$ cat config.mk
export PLATFORM = sky130hd
export DESIGN_NAME = spool_text_escape_paginator_core
export DESIGN_NICKNAME = d
export VERILOG_FILES = /design/src/design/spte_pkg.sv /design/src/design/spte_front.sv /design/src/design/spte_cmd_fifo.sv /design/src/design/spte_back.sv /design/src/design/spte_core_top.sv /design/src/design/spool_text_escape_paginator_core.sv
export VERILOG_INCLUDE_DIRS = /design/src /design/src/design
export SDC_FILE = /design/constraint.sdc
export NUM_CORES = 1
export LEC_CHECK = 0
export ABC_CLOCK_PERIOD_IN_PS = 4500
export CELL_PAD_IN_SITES_DETAIL_PLACEMENT = 0
export CELL_PAD_IN_SITES_GLOBAL_PLACEMENT = 1
export CORE_ASPECT_RATIO = 0.5
export CORE_MARGIN = 1
export CORE_UTILIZATION = 35
export DETAILED_ROUTE_END_ITERATION = 7
export DONT_BUFFER_PORTS = 1
export PLACE_DENSITY_LB_ADDON = 0.08
export SLEW_MARGIN = 25
export SYNTH_ARGS = -nofsm -noshare
export SYNTH_HDL_FRONTEND = slang
export SYNTH_SLANG_ARGS = --single-unit
$ cat constraint.sdc
create_clock -name clk -period 4.5 [get_ports clk]
set_input_delay 0.675 -clock clk [delete_from_list [all_inputs] [get_ports clk]]
set_output_delay 0.675 -clock clk [all_outputs]
set_load 0.01 [all_outputs]
$ cat src/design/assert_macros.svh
// Assertion macros shared by the paginator RTL.
// Each macro takes a label, clock, active-low reset, antecedent and consequent.
`ifndef ASSERT_MACROS_SVH
`define ASSERT_MACROS_SVH

// Same-cycle implication.
`define ASSERT_IMPLIES(label, clk, rst_n, ante, cons) \
	label: assert property (@(posedge clk) disable iff (!rst_n) (ante) |-> (cons)) \
		else $error("assertion failed: same-cycle implication");

// Next-cycle implication.
`define ASSERT_NEXT(label, clk, rst_n, ante, cons) \
	label: assert property (@(posedge clk) disable iff (!rst_n) (ante) |=> (cons)) \
		else $error("assertion failed: next-cycle implication");

`endif

$ cat src/design/spte_pkg.sv
// Types, character codes and the result renderer of the text escape paginator.
// No dependencies; used by all paginator modules.
package spte_pkg;

	typedef struct packed {
		logic [7:0] byte_in;
		logic       end_flag;
	} in_item_t;

	typedef struct packed {
		logic [7:0]  out_char;
		logic        char_valid;
		logic        page_mark;
		logic [23:0] line_number;
		logic [15:0] page_total;
		logic        last;
	} out_item_t;

	typedef enum logic [2:0] {
		OP_CHAR  = 3'd0,
		OP_CARET = 3'd1,
		OP_DEL   = 3'd2,
		OP_NL    = 3'd3,
		OP_TAB   = 3'd4,
		OP_MARK  = 3'd5
	} op_t;

	// One classified input byte: what the back end has to expand.
	typedef struct packed {
		op_t         op;
		logic        high;
		logic [6:0]  ch;
		logic        nl_first;
		logic [3:0]  count;
		logic [23:0] line_number;
		logic [15:0] page_total;
	} cmd_t;

	localparam int CMD_QDEPTH = 4;

	localparam logic [7:0] CH_M     = 8'h4D;
	localparam logic [7:0] CH_DASH  = 8'h2D;
	localparam logic [7:0] CH_CARET = 8'h5E;
	localparam logic [7:0] CH_D     = 8'h44;
	localparam logic [7:0] CH_E     = 8'h45;
	localparam logic [7:0] CH_L     = 8'h4C;
	localparam logic [7:0] CH_SPACE = 8'h20;
	localparam logic [7:0] CH_NL    = 8'h0A;
	localparam logic [7:0] CH_TAB   = 8'h09;
	localparam logic [7:0] CH_CR    = 8'h0D;
	localparam logic [7:0] CH_FF    = 8'h0C;
	localparam logic [7:0] CH_DEL   = 8'h7F;
	localparam logic [7:0] HIGH_BIT = 8'h80;

	// Result number idx of command c.
	function automatic out_item_t render(cmd_t c, logic [2:0] idx);
		out_item_t  r;
		logic [2:0] j;
		r = '0;
		j = c.high ? idx - 3'd2 : idx;
		r.char_valid = 1'b1;
		if (c.high && idx == 3'd0) begin
			r.out_char = CH_M;
		end else if (c.high && idx == 3'd1) begin
			r.out_char = CH_DASH;
		end else begin
			unique case (c.op)
				OP_CHAR:  r.out_char = {1'b0, c.ch};
				OP_CARET: r.out_char = (j == 3'd0) ? CH_CARET : {1'b0, c.ch + 7'h20};
				OP_DEL: begin
					unique case (j)
						3'd0:    r.out_char = CH_D;
						3'd1:    r.out_char = CH_E;
						default: r.out_char = CH_L;
					endcase
				end
				OP_TAB:   r.out_char = CH_SPACE;
				OP_NL:    r.out_char = CH_NL;
				OP_MARK: begin
					if (c.nl_first && idx == 3'd0) begin
						r.out_char = CH_NL;
					end else begin
						r.char_valid  = 1'b0;
						r.page_mark   = 1'b1;
						r.line_number = c.line_number;
						r.page_total  = c.page_total;
					end
				end
				default:  r.out_char = '0;
			endcase
		end
		r.last = (({1'b0, idx} + 4'd1) == c.count);
		return r;
	endfunction

endpackage

$ cat src/design/spte_front.sv
// Front end: accepts input bytes, tracks column, line and page state, and emits
// one classified command per byte, none for a carriage return. Depends on spte_pkg.
`include "assert_macros.svh"

module spte_front #(
	parameter int TAB_STOP  = 8,
	parameter int LINE_BITS = 24
) (
	input  logic               clk,
	input  logic               arst_n,
	input  logic               push,
	input  spte_pkg::in_item_t item,
	input  logic               q_full,
	output logic               q_wr,
	output spte_pkg::cmd_t     q_cmd
);

	localparam int CW = (TAB_STOP > 1) ? $clog2(TAB_STOP) : 1;
	localparam int SW = CW + 3;

	logic [CW-1:0]        phase_q, phase_d;
	logic                 open_q, open_d;
	logic [LINE_BITS-1:0] line_q, line_d, line_closed;
	logic [15:0]          page_q, page_d;
	logic                 accept, has_cmd;
	spte_pkg::cmd_t       cmd;
	logic [6:0]           low7;
	logic [SW-1:0]        sum, tab_n;
	logic [31:0]          line_ext;

	assign accept = push && !q_full;
	assign low7   = item.byte_in[6:0];
	assign tab_n  = SW'(TAB_STOP) - SW'(phase_q);

	// A form feed or end marker closes an open line first.
	assign line_closed = open_q ? line_q + 1'b1 : line_q;
	assign line_ext    = 32'(line_closed);

	always_comb begin
		cmd         = '0;
		has_cmd     = 1'b1;
		phase_d     = phase_q;
		open_d      = open_q;
		line_d      = line_q;
		page_d      = page_q;
		sum         = '0;
		cmd.op      = spte_pkg::OP_CHAR;
		cmd.ch      = low7;
		if (item.end_flag) begin
			cmd.op          = spte_pkg::OP_MARK;
			cmd.nl_first    = open_q;
			cmd.count       = open_q ? 4'd2 : 4'd1;
			cmd.line_number = line_ext[23:0];
			cmd.page_total  = page_q;
			phase_d         = '0;
			open_d          = 1'b0;
			line_d          = '0;
			page_d          = '0;
		end else if ((item.byte_in & spte_pkg::HIGH_BIT) != 8'd0) begin
			cmd.high = 1'b1;
			if ({1'b0, low7} == spte_pkg::CH_DEL) begin
				cmd.op    = spte_pkg::OP_DEL;
				cmd.count = 4'd5;
			end else if (low7 < 7'h20) begin
				cmd.op    = spte_pkg::OP_CARET;
				cmd.count = 4'd4;
			end else begin
				cmd.count = 4'd3;
			end
			open_d = 1'b1;
		end else if (item.byte_in == spte_pkg::CH_NL) begin
			cmd.op  = spte_pkg::OP_NL;
			cmd.count = 4'd1;
			line_d  = line_q + 1'b1;
			phase_d = '0;
			open_d  = 1'b0;
		end else if (item.byte_in == spte_pkg::CH_CR) begin
			has_cmd = 1'b0;
		end else if (item.byte_in == spte_pkg::CH_FF) begin
			cmd.op          = spte_pkg::OP_MARK;
			cmd.nl_first    = open_q;
			cmd.count       = open_q ? 4'd2 : 4'd1;
			cmd.line_number = line_ext[23:0];
			line_d          = line_closed;
			page_d          = page_q + 16'd1;
			if (open_q) begin
				phase_d = '0;
			end
			open_d = 1'b0;
		end else if (item.byte_in == spte_pkg::CH_TAB) begin
			cmd.op    = spte_pkg::OP_TAB;
			// cap the spaces at eight; the column still lands on the tab stop
			cmd.count = (tab_n > SW'(8)) ? 4'd8 : tab_n[3:0];
			phase_d   = '0;
			open_d    = 1'b1;
		end else if (item.byte_in < 8'h20) begin
			cmd.op    = spte_pkg::OP_CARET;
			cmd.count = 4'd2;
			open_d    = 1'b1;
		end else if (item.byte_in == spte_pkg::CH_DEL) begin
			cmd.op    = spte_pkg::OP_DEL;
			cmd.count = 4'd3;
			open_d    = 1'b1;
		end else begin
			cmd.count = 4'd1;
			open_d    = 1'b1;
		end
		// Advance the column by the characters printed, modulo the tab stop.
		if (!item.end_flag && (cmd.op == spte_pkg::OP_CHAR || cmd.op == spte_pkg::OP_CARET
			|| cmd.op == spte_pkg::OP_DEL)) begin
			sum = SW'(phase_q) + SW'(cmd.count);
			for (int k = 0; k < 3; k++) begin
				if (sum >= SW'(TAB_STOP)) begin
					sum = sum - SW'(TAB_STOP);
				end
			end
			phase_d = sum[CW-1:0];
		end
	end

	always_ff @(posedge clk or negedge arst_n) begin
		if (!arst_n) begin
			phase_q <= '0;
			open_q  <= 1'b0;
			line_q  <= '0;
			page_q  <= '0;
		end else if (accept && has_cmd) begin
			phase_q <= phase_d;
			open_q  <= open_d;
			line_q  <= line_d;
			page_q  <= page_d;
		end
	end

	assign q_wr  = accept && has_cmd;
	assign q_cmd = cmd;

	`ASSERT_IMPLIES(a_cr_dropped, clk, arst_n,
		accept && !item.end_flag && item.byte_in == spte_pkg::CH_CR, !q_wr)
	`ASSERT_NEXT(a_end_clears, clk, arst_n, accept && item.end_flag,
		!open_q && line_q == '0 && page_q == '0)

endmodule

$ cat src/design/spte_cmd_fifo.sv
// Short command queue between front and back end.
// Depends on spte_pkg for the command type and depth.
`include "assert_macros.svh"

module spte_cmd_fifo (
	input  logic           clk,
	input  logic           arst_n,
	input  logic           wr,
	input  spte_pkg::cmd_t wr_cmd,
	output logic           full,
	input  logic           rd,
	output spte_pkg::cmd_t head,
	output logic           q_empty
);

	localparam int DEPTH = spte_pkg::CMD_QDEPTH;
	localparam int PW    = $clog2(DEPTH);

	spte_pkg::cmd_t mem_q [DEPTH];
	logic [PW-1:0]  wptr_q, rptr_q;
	logic [PW:0]    cnt_q;

	assign full    = (cnt_q == (PW+1)'(DEPTH));
	assign q_empty = (cnt_q == '0);
	assign head    = mem_q[rptr_q];

	always_ff @(posedge clk) begin
		if (wr) begin
			mem_q[wptr_q] <= wr_cmd;
		end
	end

	always_ff @(posedge clk or negedge arst_n) begin
		if (!arst_n) begin
			wptr_q <= '0;
			rptr_q <= '0;
			cnt_q  <= '0;
		end else begin
			if (wr) begin
				wptr_q <= wptr_q + 1'b1;
			end
			if (rd) begin
				rptr_q <= rptr_q + 1'b1;
			end
			cnt_q <= cnt_q + (PW+1)'(wr) - (PW+1)'(rd);
		end
	end

	`ASSERT_IMPLIES(a_no_overflow, clk, arst_n, wr, !full || rd)
	`ASSERT_IMPLIES(a_no_underflow, clk, arst_n, rd, !q_empty)

endmodule

$ cat src/design/spte_back.sv
// Back end: expands the head command into one result per cycle while the result
// register is free or popped, and holds the oldest result there. Depends on spte_pkg.
`include "assert_macros.svh"

module spte_back (
	input  logic                clk,
	input  logic                arst_n,
	input  spte_pkg::cmd_t      head,
	input  logic                q_empty,
	output logic                q_rd,
	output logic                empty,
	input  logic                pop,
	output spte_pkg::out_item_t result
);

	logic                idx_q;
	logic [2:0]          pos_q;
	logic                out_valid_q;
	spte_pkg::out_item_t result_q, next_res;
	logic                load;

	assign next_res = spte_pkg::render(head, pos_q);
	assign load     = !q_empty && (!out_valid_q || pop);
	// retire the command with its last result
	assign q_rd     = load && next_res.last;

	always_ff @(posedge clk or negedge arst_n) begin
		if (!arst_n) begin
			pos_q       <= '0;
			out_valid_q <= 1'b0;
			idx_q       <= 1'b0;
		end else begin
			if (load) begin
				out_valid_q <= 1'b1;
				pos_q       <= next_res.last ? 3'd0 : pos_q + 3'd1;
				idx_q       <= next_res.last;
			end else if (pop) begin
				out_valid_q <= 1'b0;
			end
		end
	end

	always_ff @(posedge clk) begin
		if (load) begin
			result_q <= next_res;
		end
	end

	assign empty  = !out_valid_q;
	assign result = result_q;

	`ASSERT_IMPLIES(a_pos_in_range, clk, arst_n, !q_empty, ({1'b0, pos_q} < head.count))
	`ASSERT_NEXT(a_last_restarts, clk, arst_n, load && next_res.last, pos_q == 3'd0 && idx_q)

endmodule

$ cat src/design/spte_core_top.sv
// Output stage of the paginator: the command queue feeding the back end.
// Depends on spte_pkg, spte_cmd_fifo and spte_back.
module spte_core_top (
	input  logic                clk,
	input  logic                arst_n,
	input  logic                q_wr,
	input  spte_pkg::cmd_t      q_cmd,
	output logic                q_full,
	output logic                empty,
	input  logic                pop,
	output spte_pkg::out_item_t result
);

	spte_pkg::cmd_t head;
	logic           q_empty, q_rd;

	spte_cmd_fifo u_fifo (
		.clk     (clk),
		.arst_n  (arst_n),
		.wr      (q_wr),
		.wr_cmd  (q_cmd),
		.full    (q_full),
		.rd      (q_rd),
		.head    (head),
		.q_empty (q_empty)
	);

	spte_back u_back (
		.clk     (clk),
		.arst_n  (arst_n),
		.head    (head),
		.q_empty (q_empty),
		.q_rd    (q_rd),
		.empty   (empty),
		.pop     (pop),
		.result  (result)
	);

endmodule

$ cat src/design/spool_text_escape_paginator_core.sv
// Text escape paginator: renders print-file bytes in cat -v style, one display
// character or page record per result. A byte expands to 0..8 results; the back
// end emits one result per cycle while the result register is free or popped (a
// carriage return yields no result). Input bytes are taken one per cycle while the
// four-entry command queue has room; the single result register lets the next
// result load in the same cycle the current one is popped.
// Depends on spte_pkg, spte_front, spte_cmd_fifo, spte_back, spte_core_top.
module spool_text_escape_paginator_core #(
	parameter int TAB_STOP  = 8,
	parameter int LINE_BITS = 24
) (
	input  logic                clk,
	input  logic                arst_n,
	input  logic                push,
	output logic                full,
	input  spte_pkg::in_item_t  item,
	output logic                empty,
	input  logic                pop,
	output spte_pkg::out_item_t result
);

	logic           q_wr;
	spte_pkg::cmd_t q_cmd;

	spte_front #(
		.TAB_STOP  (TAB_STOP),
		.LINE_BITS (LINE_BITS)
	) u_front (
		.clk    (clk),
		.arst_n (arst_n),
		.push   (push),
		.item   (item),
		.q_full (full),
		.q_wr   (q_wr),
		.q_cmd  (q_cmd)
	);

	spte_core_top u_out (
		.clk    (clk),
		.arst_n (arst_n),
		.q_wr   (q_wr),
		.q_cmd  (q_cmd),
		.q_full (full),
		.empty  (empty),
		.pop    (pop),
		.result (result)
	);

endmodule

==> impl_metrics.csv, run 1 <==
group,metric,value,unit
yosys,synth_async_sr_flop_share,16.7,%
clock_tree,cts_tree,"yes",
yosys,syn-cell-area,14300,µm²
route,wl,31900,µm
worst_setup_path,critPathCaptureType,"flip-flop",
pwr,p_clk_share,25.9,%
route,vias,7844,
clock_tree,clock_sinks,329,
placement,globalplace.congestion,0.780,
yosys,seq_area_frac_synth,67.4,%
pwr,pwr-share-seq,47.8,%
floorplan,fp.dieH,145,µm
floorplan,dieArea,41600,µm²
yosys,yosysMostFrequentCell,"edfxtp_1",
timing,worst_slew_pin_slew,1.02,ns
timing,finalSetupViolCount,0,
pwr,netSwitchingPower,0.00318,W
worst_setup_path,crit_fanout,6,
yosys,ys_warn_count,0,
yosys,synth_edf_count,274,
floorplan,die_w,287,µm
timing,hold_viol_final,0,
placement,hpwl,19800,µm
run,cap_violations,0,
run_status,status,"finished clean",
clock_tree,cts-root-buf,"clkbuf_16",
global_route,gr-usage-all-layers,15.6,%
worst_setup_path,critPathRequiredTime,4.99,ns
clock_tree,clockBufferDepth,3,
timing,whs,0.205,ns
layout,diodes,0,
worst_setup_path,r2r_start,"u_front.phase_q[0]$_DFFE_PN0P_",
global_route,gr-total-overflow,0,
floorplan,io_pins,66,
timing,final_max_slew_viol_count,0,
timing,clock_skew,0.0146,ns
yosys,syn_inst,939,
yosys,yosysTopAreaCellShare,57.7,%
clock_tree,post-cts-setup-buffer-count,0,
timing,layout_worst_path_cycle_share,80.7,%
pwr,totalPowerFinal,0.0100,W
hold_path,hold_class,"in2reg",
yosys,synth_area_leaders,"edfxtp_1 58%, dfrtp_1 9.7%, mux4_2 8.8%",
pwr,p_int,0.00682,W
timing,maxSlewHeadroom,32.0,%
route,avgRoutedWirePerCell,21.3,µm
layout,drive_above_1_share,15.7,%
route,drt-initial-drc-count,534,
pwr,p_leak,5.38,nW
worst_setup_path,worstPathArrival,4.12,ns
worst_setup_path,max_stage_delay,0.55,ns
hold_path,hold_start,"pop",
floorplan,core,39500,µm²
worst_setup_path,startpoint_type,"input pin",
route,ant_nets,0,
worst_setup_path,cp_cell_sequence,"or4_4, nor4_1, a221oi_1, a21oi_1, o221ai_1, fa_1, xor2_1, or3b_2, or4b_1, nand3_1",
timing,max_freq,0.275,GHz
floorplan,rows,51,
route,via_per_inst,5.24,
yosys,ys_ff_latch,329,
worst_setup_path,critPathLaunch,"item[8]",
clock_tree,tritoncts.num_buffers,30,
clock_tree,htreeDepth,1,
timing,rsz0062_at_grt,"false",
global_route,grt_pass1_wl,49300,µm
timing,period_needed,3.63,ns
yosys,yosysTopAreaCell,"edfxtp_1",
yosys,syn_nets,968,
global_route,grt_max_degree,58,
pwr,cellPowerDensity,629,nW/µm²
yosys,synthTopCellsByCount,"274 x edfxtp_1, 62 x nand2_1, 56 x mux4_2",
route,drc_errors,0,
yosys,synth_cell_types,72,
worst_setup_path,crit_slowest_cell,"or4_4",
global_route,grt_pass1_vias,8089,
timing,tns,0,ns
placement,port_buffers,0,
pwr,ir_worst_vdd,0.298,mV
global_route,antenna_found_initial,0,
yosys,synth_ff_type,"edfxtp_1",
clock_tree,clkLatencyLatePin,0.56,ns
clock_tree,path_clk_slew,0.07,ns
layout,fill_cells,3610,
yosys,postSynthAreaPerCell,15.2,µm²
route,firstDrtPassIters,4,
pwr,p_comb_share,26.4,%
layout,seqCellArea,9610,µm²
layout,num-nets-final,972,
floorplan,start_util,36.1,%
layout,multi_input_comb_area,4320,µm²
layout,syn_to_final_growth,11.5,%
pwr,swShare,31.8,%
worst_setup_path,critPathKind,"in2reg",
[kinds of logic (layout without fill, tap and decap cells)]
logic type | count (synthesis) | count (layout) | synth area share [%]
flip-flops | 329 | 329 | 67.4
AND/OR/NAND/NOR | 303 | 303 | 11.5
AO/OA/AOI/OAI | 114 | 114 | 5.59
buffers and inverters | 77 | 105 | 2.42
multiplexers | 62 | 62 | 9.29
XOR/XNOR | 37 | 37 | 2.27
adder cells (fa/ha/maj) | 16 | 16 | 1.51
other | 1 | 1 | 0.0263
[worst max-delay path: cells and delay by family]
| family | cells | cell delay, ns |
|---|---|---|
| and+or+nand+nor | 5 | 2.11 |
| adders and majority gates | 1 | 0.50 |
| AOI/OAI and AO/OA | 3 | 0.64 |
| xor gates and xnor gates | 1 | 0.19 |
[sequential cells by signal (all words and copies together), names as in the netlist]
| name | cells |
|---|---|
| u_front.open_q | 1 |
| u_out.u_back.result | 50 |
| u_front.line_q | 24 |
| u_out.u_fifo.rptr_q | 2 |
| u_front.page_q | 16 |
| u_out.u_fifo.wptr_q | 2 |
| u_front.phase_q | 3 |
| u_out.u_fifo.cnt_q | 3 |
| u_out.u_back.out_valid_q | 1 |
| u_out.u_fifo.mem_q | 224 |
| u_out.u_back.pos_q | 3 |
[through the flow]
stage	util, %	setup WS, ns	area (µm²)	cells
after floorplan	-	0.718	14300	939
after global placement	37.7	0.432	14900	1439
after detailed placement	37.7	0.333	14900	1439
after CTS	40.2	0.875	15900	1497
after global routing	40.2	0.661	15900	1497
final	40.2	0.870	15900	1497
[worst paths after layout]
check                      depth (start not counted)  slack (ns)                              endpoint
max in group asynchronous                          2        3.52    u_out.u_fifo.rptr_q[0]$_DFFE_PN0P_
hold reg to reg                                    1        0.51    u_out.u_fifo.rptr_q[1]$_DFFE_PN0P_
setup reg to reg                                  12        0.88        u_front.phase_q[2]$_DFFE_PN0P_
hold / removal                                     1        0.21  u_out.u_back.out_valid_q$_DFFE_PN0P_
setup / recovery                                  10        0.87        u_front.phase_q[2]$_DFFE_PN0P_
min in group asynchronous                          2        0.64        u_front.line_q[21]$_DFFE_PN0P_
[cells in the final DEF (no fill, tap or decap), drive strengths merged, types with 11 or more instances in the layout]
master and count:
nand2 62, nor4 12, clkinv 14, nand3 30, xor2 16, nor2b 45, inv 25, o211ai 11
dfrtp 55, a22o 12, xnor2 21, o21ai 28, buf 24, nand4 13, a21oi 17, nor2 54
mux4 56, or3 13, edfxtp 274, ha 14, and2 24, clkbuf 36
[routing by layer]
layer | vias up | wire (µm) | GRT usage, %
met5 | - | 0 | 0
met4 | 0 | 365 | 2.55
met3 | 31 | 1050 | 2.71
met2 | 121 | 14600 | 24.8
met1 | 4076 | 15900 | 22.9
li1 | 3616 | - | -
[layout make-up]
type / instances / share of cell area, %
multi-input cells: 533 / 27.2
repair buffers: 25 / 1.48
flip-flops and latches: 329 / 60.4
well taps: 530 / 4.17
inverters: 24 / 0.567
clock buffers: 36 / 5.00
clock inverters: 20 / 1.15
[power groups by stage]
stage,Sequential [W],Combinational (W),Clock [W]
global route,0.00487,0.00294,0.00278
detailed placement,0.00485,0.00271,0
global placement,0.00483,0.00267,0
finish,0.00478,0.00264,0.00259
floorplan,0.00463,0.00206,0
CTS,0.00479,0.00273,0.00266
[repair_timing]
item,4_1_cts,5_1_grt
resized for setup,0,0
setup endpoints to repair,0,0
hold buffers,2,0
hold endpoints to repair,55,0
(Power assumes the default switching activity.)
==> run 2, diff against run 1 <==
--- a/config.mk
+++ b/config.mk
@@ -6,7 +6,8 @@
 export SDC_FILE = /design/constraint.sdc
 export NUM_CORES = 1
 export LEC_CHECK = 0
-export ABC_CLOCK_PERIOD_IN_PS = 4500
+export ABC_AREA = 1
+export ABC_CLOCK_PERIOD_IN_PS = 3200
 export CELL_PAD_IN_SITES_DETAIL_PLACEMENT = 0
 export CELL_PAD_IN_SITES_GLOBAL_PLACEMENT = 1
 export CORE_ASPECT_RATIO = 0.5
==> constraint.sdc (replaced) <==
create_clock -name clk -period 3.2 [get_ports clk]
set_input_delay 0.48 -clock clk [delete_from_list [all_inputs] [get_ports clk]]
set_output_delay 0.48 -clock clk [all_outputs]
set_load 0.01 [all_outputs]
==> impl_metrics.csv, run 2 <==
group,metric,value,unit
run_status,status,"finished clean",
global_route,grt_pass1_vias,10339,
route,via_per_inst,4.90,
yosys,synth_edf_count,274,
yosys,seq_area_frac_synth,62.1,%
layout,syn_to_final_growth,11.5,%
worst_setup_path,cp_top_family,"adder cells",
worst_setup_path,cp_cell_sequence,"inv_1, ha_1, nand3b_1, nand2_1, nor2_1, nand3_1, inv_1, ha_1, inv_1, ha_1, inv_1, fa_1, xor2_1",
worst_setup_path,worstPathArrival,3.08,ns
clock_tree,path_clk_slew,0.06,ns
timing,worst_slew_pin_slew,0.846,ns
timing,hold_viol_final,0,
yosys,synth_ff_type,"edfxtp_1",
timing,finalSetupViolCount,0,
yosys,yosysTopAreaCellShare,53.2,%
clock_tree,clockBufferDepth,3,
worst_setup_path,critPathKind,"reg2reg",
global_route,grt_pass1_wl,60000,µm
yosys,yosysMostFrequentCell,"nand2_1",
layout,num-nets-final,1540,
pwr,ir_worst_vdd,0.371,mV
yosys,postSynthAreaPerCell,10.3,µm²
run,cap_violations,0,
clock_tree,cts-resized-gates,0,
layout,drive_above_1_share,10.5,%
yosys,synthTopCellsByCount,"324 x nand2_1, 274 x edfxtp_1, 172 x nor2_1",
layout,fill_cells,4254,
floorplan,io_pins,66,
floorplan,start_util,35.5,%
layout,fin_area,17200,µm²
pwr,p_leak,6.69,nW
yosys,ys_warn_count,0,
layout,top_register,"u_out.u_fifo.mem_q",
layout,layout_common_cells,"324 x nand2_1, 274 x edfxtp_1, 168 x nor2_1",
pwr,cellPowerDensity,849,nW/µm²
global_route,grt_max_degree,59,
global_route,gr-usage-all-layers,17.3,%
timing,layout_worst_path_cycle_share,83.7,%
yosys,syn_inst,1506,
worst_setup_path,crit_buf_inv,4,
floorplan,core,43600,µm²
worst_setup_path,max_stage_delay,0.45,ns
timing,period_needed,2.68,ns
floorplan,die_w,299,µm
worst_setup_path,crit_top_cell,"inv_1",
route,drt-initial-drc-count,606,
clock_tree,cts-root-buf,"clkbuf_16",
layout,utilization,39.6,%
placement,port_buffers,0,
layout,final_common_cell,"nand2_1",
yosys,syn_nets,1535,
placement,globalplace.congestion,0.834,
floorplan,rows,54,
yosys,synth_area_leaders,"edfxtp_1 53%, dfrtp_1 8.9%, nand2_1 7.9%",
global_route,gr-total-overflow,0,
timing,maxSlewHeadroom,43.6,%
layout,largest_reg_flops,224,
yosys,yosysTopAreaCell,"edfxtp_1",
timing,clock_skew,0.0233,ns
yosys,syn-cell-area,15500,µm²
route,ant_nets,0,
global_route,antenna_found_initial,0,
layout,diodes,0,
timing,rsz0062_at_grt,"false",
clock_tree,clock_sinks,329,
worst_setup_path,startpoint_type,"flip-flop",
worst_setup_path,crit_fanout,6,
worst_setup_path,critPathCaptureType,"flip-flop",
timing,max_freq,0.373,GHz
placement,hpwl,24800,µm
clock_tree,clkLatencyLatePin,0.52,ns
clock_tree,htreeDepth,2,
route,wl,38500,µm
route,avgRoutedWirePerCell,18.1,µm
clock_tree,cts_tree,"yes",
worst_setup_path,critPathRequiredTime,3.60,ns
route,drc_errors,0,
clock_tree,tritoncts.num_buffers,34,
yosys,ys_ff_latch,329,
floorplan,dieArea,45100,µm²
worst_setup_path,crit_slowest_cell,"dfrtp_1",
yosys,synth_async_sr_flop_share,16.7,%
route,firstDrtPassIters,5,
hold_path,hold_class,"in2reg",
floorplan,fp.dieH,151,µm
timing,final_max_slew_viol_count,0,
yosys,synth_cell_types,51,
placement,placed_area,16200,µm²
route,vias,10401,
==> run 2: metal layers <==
layer	routed length, µm	track usage, %
met3	1700	3.38
met5	0	0
met2	17300	28.2
met1	19000	24.2
met4	462	3.34
==> run 2: final cells by class <==
class	instances	area, µm²	area share [%]
flip-flops and latches	329	9610	55.7
repair buffers	34	365	2.12
inverters	146	557	3.23
clock inverters	16	118	0.682
multi-input cells	966	4940	28.7
clock buffers	44	920	5.33
well taps	588	736	4.27
==> run 2: logic make-up after synthesis <==
group,synth area share (%)
adder cells (fa/ha/maj),1.39
XOR/XNOR,0.736
AND/OR/NAND/NOR,20.9
other,0.0242
buffers and inverters,6.20
AO/OA/AOI/OAI,8.65
flip-flops,62.1
==> run 2: worst paths after layout <==
path	start	endpoint	slack, ns	cells after the start
setup / recovery	u_out.u_back.pos_q[0]$_DFFE_PN0P_	u_out.u_fifo.cnt_q[2]$_DFF_PN0_	0.52	13
max in group asynchronous	arst_n	u_out.u_fifo.rptr_q[0]$_DFFE_PN0P_	2.35	2
hold / removal	item[6]	u_out.u_fifo.mem_q[0][50]$_DFFE_PP_	0.06	0
min in group asynchronous	arst_n	u_front.line_q[8]$_DFFE_PN0P_	0.48	2
hold reg to reg	u_front.phase_q[1]$_DFFE_PN0P_	u_front.phase_q[1]$_DFFE_PN0P_	0.55	2
setup reg to reg	u_out.u_back.pos_q[0]$_DFFE_PN0P_	u_out.u_fifo.cnt_q[2]$_DFF_PN0_	0.52	13
==> run 2: through the flow <==
| stage | hold slack [ns] | power [W] | std cells | setup TNS, ns | worst slack (ns) |
|---|---|---|---|---|---|
| floorplan | 0.184 | 0.00971 | 1506 | -134.97 | -0.603 |
| global placement | 0.191 | 0.0110 | 2061 | 0 | 0.583 |
| detailed placement | 0.188 | 0.0110 | 2061 | 0 | 0.524 |
| CTS | 0.0328 | 0.0149 | 2123 | 0 | 0.506 |
| global route | 0.0318 | 0.0156 | 2123 | 0 | 0.288 |
| finish | 0.0568 | 0.0146 | 2123 | 0 | 0.522 |
==> run 2: where the power goes <==
part / switching, W / leakage (nW) / internal (W) / total, W
Sequential: 0.000522 / 3.35 / 0.00589 / 0.00641
Clock: 0.00164 / 0.497 / 0.00212 / 0.00376
Combinational: 0.00320 / 2.84 / 0.00127 / 0.00446
==> run 2: timing repair <==
action,in CTS,in global routing
buffers inserted,0,0
endpoints found under the hold margin,55,0
hold buffers,2,0
